`src/sv/ctgs_pkg.sv`:
```
// Package for the contig length statistics unit.
// Shared widths, statistic codes, register indexes and control structs.
// No dependencies.
`default_nettype none
package ctgs_pkg;
  localparam int MAX_CONTIGS = 4096;
  localparam int ADDR_W = $clog2(MAX_CONTIGS);
  localparam int CNT_W = ADDR_W + 1;
  localparam int LEN_W = 31;
  localparam int RD_W = 20;
  localparam int CFGD_W = 32;
  localparam int SUM_W = LEN_W + CNT_W;
  localparam int RSUM_W = RD_W + CNT_W;
  localparam int VAL_W = 48;
  localparam int SID_W = 5;
  localparam int KMUL_W = 14;
  localparam int NUM_W = SUM_W + KMUL_W;
  localparam int BIT_W = 5;

  localparam logic [0:0] CFG_THRESH = 1'b0;
  localparam logic [0:0] CFG_READS  = 1'b1;

  localparam logic [SID_W-1:0] ST_CNT      = 5'd0;
  localparam logic [SID_W-1:0] ST_BASES    = 5'd1;
  localparam logic [SID_W-1:0] ST_MEAN     = 5'd2;
  localparam logic [SID_W-1:0] ST_MIN      = 5'd3;
  localparam logic [SID_W-1:0] ST_MAX      = 5'd4;
  localparam logic [SID_W-1:0] ST_N50      = 5'd5;
  localparam logic [SID_W-1:0] ST_LG_CNT   = 5'd6;
  localparam logic [SID_W-1:0] ST_LG_BASES = 5'd7;
  localparam logic [SID_W-1:0] ST_LG_MEAN  = 5'd8;
  localparam logic [SID_W-1:0] ST_LG_MIN   = 5'd9;
  localparam logic [SID_W-1:0] ST_LG_MAX   = 5'd10;
  localparam logic [SID_W-1:0] ST_LG_PCT   = 5'd11;
  localparam logic [SID_W-1:0] ST_SM_CNT   = 5'd12;
  localparam logic [SID_W-1:0] ST_SM_BASES = 5'd13;
  localparam logic [SID_W-1:0] ST_SM_MEAN  = 5'd14;
  localparam logic [SID_W-1:0] ST_SM_MIN   = 5'd15;
  localparam logic [SID_W-1:0] ST_SM_MAX   = 5'd16;
  localparam logic [SID_W-1:0] ST_SM_PCT   = 5'd17;
  localparam logic [SID_W-1:0] ST_RD_STORE = 5'd18;
  localparam logic [SID_W-1:0] ST_RD_CTG   = 5'd19;
  localparam logic [SID_W-1:0] ST_RD_LG    = 5'd20;
  localparam logic [SID_W-1:0] ST_RD_SM    = 5'd21;
  localparam logic [SID_W-1:0] ST_SINGLES  = 5'd22;

  typedef struct packed {
    logic load;
    logic pass_init;
    logic pass_run;
    logic scan_mode;
    logic srch_init;
    logic commit;
    logic div_start;
    logic emit;
    logic clear;
  } ctgs_cmd_t;

  typedef struct packed {
    logic pass_done;
    logic last_bit;
    logic needs_div;
    logic div_done;
    logic last_sid;
  } ctgs_sts_t;
endpackage
`default_nettype wire

```
`src/sv/ctgs_ctrl.sv`:
```
// Controller: load, min/max scan, N50 bit search passes and result emission.
// Depends on ctgs_pkg.
`default_nettype none
module ctgs_ctrl (
  input  wire logic                 clk,
  input  wire logic                 rst_n,
  input  wire logic                 start,
  input  wire logic                 last_contig,
  output logic                      busy,
  output ctgs_pkg::ctgs_cmd_t       cmd,
  input  wire ctgs_pkg::ctgs_sts_t  sts
);
  typedef enum logic [4:0] {
    S_IDLE = 5'b00001,
    S_SCAN = 5'b00010,
    S_SRCH = 5'b00100,
    S_EMIT = 5'b01000,
    S_DIVW = 5'b10000
  } state_t;

  state_t state_r, state_nxt;

  always_comb begin
    state_nxt = state_r;
    cmd = '0;
    unique case (state_r)
      S_IDLE: begin
        if (start) begin
          cmd.load = 1'b1;
          if (last_contig) begin
            cmd.pass_init = 1'b1;
            cmd.scan_mode = 1'b1;
            state_nxt = S_SCAN;
          end
        end
      end
      S_SCAN: begin
        cmd.scan_mode = 1'b1;
        cmd.pass_run = 1'b1;
        if (sts.pass_done) begin
          cmd.pass_init = 1'b1;
          cmd.scan_mode = 1'b0;
          cmd.srch_init = 1'b1;
          state_nxt = S_SRCH;
        end
      end
      S_SRCH: begin
        cmd.pass_run = 1'b1;
        if (sts.pass_done) begin
          cmd.commit = 1'b1;
          cmd.pass_init = 1'b1;
          if (sts.last_bit) state_nxt = S_EMIT;
        end
      end
      S_EMIT: begin
        if (sts.needs_div) begin
          cmd.div_start = 1'b1;
          state_nxt = S_DIVW;
        end else begin
          cmd.emit = 1'b1;
          if (sts.last_sid) begin
            cmd.clear = 1'b1;
            state_nxt = S_IDLE;
          end
        end
      end
      S_DIVW: begin
        if (sts.div_done) begin
          cmd.emit = 1'b1;
          state_nxt = S_EMIT;
        end
      end
      default: state_nxt = S_IDLE;
    endcase
  end

  always_ff @(posedge clk) begin
    if (!rst_n) state_r <= S_IDLE;
    else state_r <= state_nxt;
  end

  assign busy = (state_r != S_IDLE);
endmodule
`default_nettype wire
```
`config.mk`:
```
export PLATFORM = sky130hd
export DESIGN_NAME = ctgs_ctrl
export DESIGN_NICKNAME = d
export VERILOG_FILES = /design/src/sv/ctgs_pkg.sv /design/src/sv/ctgs_ctrl.sv
export SDC_FILE = /design/constraint.sdc
export NUM_CORES = 1
export LEC_CHECK = 0
export BUFFER_PORTS_ARGS = -buffer_cell sky130_fd_sc_hd__buf_2
export CAP_MARGIN = 0
export CORE_AREA = 2 2 39 41
export DETAILED_ROUTE_END_ITERATION = 12
export DIE_AREA = 0 0 41 43
export SLEW_MARGIN = 20
export SYNTH_ARGS = -nofsm -noshare
export SYNTH_HDL_FRONTEND = slang
export SYNTH_SLANG_ARGS = --single-unit
```
`constraint.sdc`:
```
create_clock -name clk -period 2.7 [get_ports clk]
set_clock_uncertainty 0.05 [all_clocks]
set_input_delay 0.54 -clock clk [delete_from_list [all_inputs] [get_ports clk]]
set_output_delay 0.54 -clock clk [all_outputs]
set_load 0.05 [all_outputs]
```
==> results.toml, run 1 <==
[routing]
top_layer = "met4"
ant_nets = 0
route.vias.total = 504
routed-wl-met3_um = 79
wl_met1_um = 566
finalWirelength_um = 1195
post_drt_via_cell_ratio = 5.362
initialDrtViolationCount = 8
drc = 0
wl_per_cell_um = 12.71
wl_met2_um = 529
first_pass_iters = 4

[cts]
cts_max_path_buffers = 2
numCtsBuffers = 3
clk_pin_slew_ns = 0.05
postCtsHoldBufs = 0
cts_root_buf = "clkbuf_4"
cts_tree = "done"
cts_max_level = 1
post_cts_buffers = 0
numClockSinks = 5
cts-resized-gates = 0
insertion_delay_ns = 0.24

[worst_setup_path]
cp-startpoint = "state_r[0]"
end_kind = "output port"
cp_slowest_stage_delay_ns = 0.47
critPathLaunchType = "register"
path_max_fanout = 11
cp_top_family = "simple AND/OR/NAND/NOR gates"
critPathKind = "register to output port"
path_cells = "or3_4 > or3_4 > inv_1 > buf_2"
crit_top_cell = "or3_4"
crit_slowest_cell = "or3_4"
arrival_ns = 1.84
reg2reg_from = "state_r[2]"
critPathBufInv = 2
ff2ff_setup_slack_ns = 1.07
required_ns = 2.11

[timing]
rsz0062_at_grt = "false"
hold_viol = 0
slew_headroom_pct = 73.77
setup_violations = 0
fin_crit_ns = 2.432
report.final.slew_viol_count = 0
timing.fmax_mhz = 411.1
fin_crit_sh_pct = 90.09
tightest_slew_ns = 0.3929
tns_ns = 0
whs_ns = 0.5567

[die]
die_h_um = 43
dieArea_mm2 = 0.001763
rows = 14
io_pins = 19
die_w_um = 41
start_util_pct = 34.81
fp.coreArea_mm2 = 0.001384

[logic_synthesis]
yosysWarnings = 0
synth_top_area_share_pct = 20.78
synth_flop_cell = "dfxtp_1"
synth_common_cells = "dfxtp_1 (5), nand2_1 (5), inv_1 (4)"
netlist_area_um2 = 481.7
syn_inst = 61
synth_area_per_cell_um2 = 7.897
syn-num-nets = 70
synth-edff-count = 0
synth_top_cell_by_area = "dfxtp_1"
ys_ff_latch = 5
async_reset_ff_share_pct = 0
yosysUniqueCellTypes = 34
synthTopCellsByArea = "dfxtp_1 (21%), buf_6 (4.7%), or3_4 (4.7%), nand2_1 (3.9%), nor4_1 (3.9%)"
synth_seq_area_share_pct = 20.78

[global_routing]
grt_usage_pct = 16.16
grt-ovfl-total = 0
grt_pass1_wl_um = 1869
antenna_found_initial = 0
grt_max_degree = 13
grt_pass1_vias = 455

[placement]
portBuffers = 18
gp_congestion = 0.7484
dp_hpwl_um = 885.9
post-place-cells = 90

[power]
power_density_mw_per_mm2 = 403.2
ir_drop_v = 0.0001726
p_leak_nw = 0.2739
finalPower_uw = 237.1

[layout]
final_nets = 88
layout.cells.non_filler = 94
largest_reg_flops = 5
diodes = 0
syn_to_final_growth_pct = 22.08
top_regs = "state_r: 5 flops"
nFillCells = 147
top_register = "state_r"
drive_gt1_share_pct = 37.18

[status]
status = "finished, final reports clean"

[worst_hold_path]
hold_class = "primary input to register"
min-delay-start = "sts[0]"

[job]
cap_violations = 0
==> kinds of logic (layout without fill, tap and decap cells) <==
| group | after synthesis | in the layout | synth area share (%) |
|---|---|---|---|
| AOI/OAI and AO/OA | 13 | 13 | 21.30 |
| xor gates and xnor gates | 3 | 3 | 5.456 |
| buffers and inverters | 9 | 26 | 10.65 |
| DFF | 5 | 5 | 20.78 |
| and+or+nand+nor | 31 | 31 | 41.82 |
==> cell type report <==
| type | count | area [µm²] | area share [%] |
|---|---|---|---|
| repair buffers | 18 | 90.09 | 15.32 |
| clock buffers | 4 | 26.28 | 4.468 |
| inverters | 4 | 15.01 | 2.553 |
| well taps | 16 | 20.02 | 3.404 |
| multi-input cells | 47 | 336.6 | 57.23 |
| flip-flops and latches | 5 | 100.1 | 17.02 |
==> worst paths after layout <==
path,end,cells past startpoint
setup / recovery,cmd[2],4
hold / removal,state_r[3],4
setup reg to reg,state_r[0],4
hold reg to reg,state_r[4],3
==> metal layers <==
metal	track usage (%)	up-vias
met5	0	-
met4	14.00	0
met3	3.141	2
met2	21.25	17
met1	21.22	228
li1	-	257
==> placed cells by master, fill, tap and decap left out, types with 2 or more instances in the layout <==
cell type / Yosys / routed
nor4_1: 3 / 2
a21oi_1: 3 / 3
and2_1: 2 / 2
nor2_1: 3 / 3
or3_4: 2 / 2
o21ai_0: 2 / 2
nand3b_1: 2 / 2
xnor2_1: 2 / 2
nand2_1: 5 / 5
dfxtp_1: 5 / 5
buf_2: 2 / 18
o21a_1: 2 / 2
nor3_1: 3 / 3
clkbuf_4: 0 / 3
inv_1: 4 / 4
==> report_power, final <==
group          total (mW)  switching (mW)  internal [mW]
sequential         0.0835         0.00700         0.0765
clock              0.0890          0.0330         0.0560
combinational      0.0647          0.0435         0.0212
==> worst register-to-register path, cell delays in order, from the launching register on <==
cell     delay (ns)
dfxtp_1        0.55
xnor2_1        0.12
or4_4          0.45
o21ai_0        0.24
o31ai_2        0.10
==> through the flow <==
step | cell area, µm² | utilization, % | setup WS [ns]
after floorplan | 488.0 | - | 0.008813
final | 588.1 | 42.50 | 0.2676
after global routing | 588.1 | 42.50 | 0.1527
after CTS | 588.1 | 42.50 | 0.2577
after global placement | 561.8 | 40.60 | 0.5394
after detailed placement | 561.8 | 40.60 | 0.5422
(Power assumes the default switching activity.)
==> run 2: changes to the inputs <==
- CTS_BUF_LIST: default -> sky130_fd_sc_hd__clkbuf_4
==> run 2 against run 1 <==
  * Cell count stayed put
  * Utilization is 0.27 points higher
  * Worst setup slack better by 0.0021 ns
  * Register-to-register slack hardly changed
  * First-iteration DRC count is 13% lower
  * Critical path type unchanged
  * Highest routed layer unchanged
==> results.toml, run 2 (synthesis results as in run 1) <==
[status]
status = "finished, final reports clean"

[layout]
syn_to_final_growth_pct = 22.86
final_nets = 88
largest_reg_flops = 5
final_common_cell = "buf_2"
postLayoutCoreUtil_pct = 42.77
drive_gt1_share_pct = 38.46
top_regs = "state_r: 5 flops"
nFillCells = 147
diodes = 0
layout_common_cells = "buf_2 (18), nand2_1 (5), dfxtp_1 (5), inv_1 (4), clkbuf_4 (4)"
multi_input_area_um2 = 336.6
top_register = "state_r"
seq_area_um2 = 100.1

[global_routing]
grt_usage_pct = 15.46
grt-ovfl-total = 0
grt_max_degree = 13
grt_pass1_vias = 444
grt_pass1_wl_um = 1821
antenna_found_initial = 0

[cts]
cts_max_path_buffers = 2
clk_pin_slew_ns = 0.05
cts_tree = "done"
numCtsBuffers = 3
insertion_delay_ns = 0.25
postCtsHoldBufs = 0
cts_root_buf = "clkbuf_4"
post_cts_buffers = 0
cts-resized-gates = 0
cts_max_level = 1
numClockSinks = 5

[timing]
whs_ns = 0.5511
fin_crit_ns = 2.430
slew_headroom_pct = 73.32
hold_viol = 0
report.final.slew_viol_count = 0
tightest_slew_ns = 0.3996
setup_violations = 0
timing.fmax_mhz = 411.5
tns_ns = 0
rsz0062_at_grt = "false"
fin_crit_sh_pct = 90.01

[routing]
post_drt_via_cell_ratio = 5.457
initialDrtViolationCount = 7
wl_per_cell_um = 12.53
drc = 0
ant_nets = 0
route.vias.total = 513
first_pass_iters = 4
finalWirelength_um = 1178

[placement]
portBuffers = 18
dp_hpwl_um = 885.9
gp_congestion = 0.7484

[power]
p_comb_share_pct = 25.8
p_switching_uw = 86.13
power_switching_share_pct = 34.45
power_density_mw_per_mm2 = 422.4
power_frac_seq_pct = 33.4
p_leak_nw = 0.2773
pwr-share-clk_pct = 40.8
ir_drop_v = 0.0002517
p_int_uw = 163.9

[job]
cap_violations = 0

[die]
start_util_pct = 34.81
io_pins = 19
rows = 14
die_w_um = 41
die_h_um = 43
dieArea_mm2 = 0.001763
fp.coreArea_mm2 = 0.001384

[worst_setup_path]
end_kind = "output port"
required_ns = 2.11
critPathKind = "register to output port"
r2r_cells = 4
arrival_ns = 1.84
path_max_fanout = 11
critPathLaunchType = "register"

[worst_hold_path]
min_path_cells = 4
hold_class = "primary input to register"
[run 2: changes by cell type in the layout (fill, tap and decap cells not counted)]
cell / previous run / this run
clkbuf_4: 3 / 4
clkbuf_1: 1 / 0
[run 2: worst max-delay path, cell delays in order (launching register included)]
cell	delay [ns]
dfxtp_1	0.40
or3_4	0.46
or3_4	0.41
inv_1	0.06
buf_2	0.25
[run 2: cell type report]
type,count,share of cell area [%]
Multi-Input combinational cell,47,56.87
Sequential cell,5,16.91
Timing Repair Buffer,18,15.22
Clock buffer,4,5.074
Tap cell,16,3.383
Inverter,4,2.537
[run 2: per-layer routing]
layer / vias up / GRT usage [%] / part of all wire [%]
li1: 258 / - / -
met1: 234 / 21.22 / 48
met2: 19 / 20.94 / 43
met3: 2 / 3.141 / 6.9
met4: 0 / 10.00 / 2.1
met5: - / 0 / 0
[run 2: worst paths after layout]
path / from / to / slack (ns)
max: state_r[0] / cmd[2] / 0.27
min: sts[0] / state_r[3] / 0.55
max reg2reg: state_r[2] / state_r[0] / 1.07
min reg2reg: state_r[3] / state_r[4] / 0.67
[run 2: stage by stage]
step | area, µm² | std cells | power (mW) | setup slack [ns]
CTS | 591.8 | 94 | 0.2541 | 0.2610
finish | 591.8 | 94 | 0.2500 | 0.2697
floorplan | 488.0 | 61 | 0.1323 | 0.008813
global placement | 561.8 | 90 | 0.1496 | 0.5394
detailed placement | 561.8 | 90 | 0.1494 | 0.5422
global route | 591.8 | 94 | 0.2627 | 0.1529
[run 2: power by group through the flow]
stage / clock [mW] / combinational [mW] / sequential (mW)
finish: 0.102 / 0.0646 / 0.0834
global route: 0.108 / 0.0705 / 0.0842
CTS: 0.106 / 0.0649 / 0.0834
detailed placement: 0 / 0.0647 / 0.0847
global placement: 0 / 0.0647 / 0.0849
floorplan: 0 / 0.0537 / 0.0787
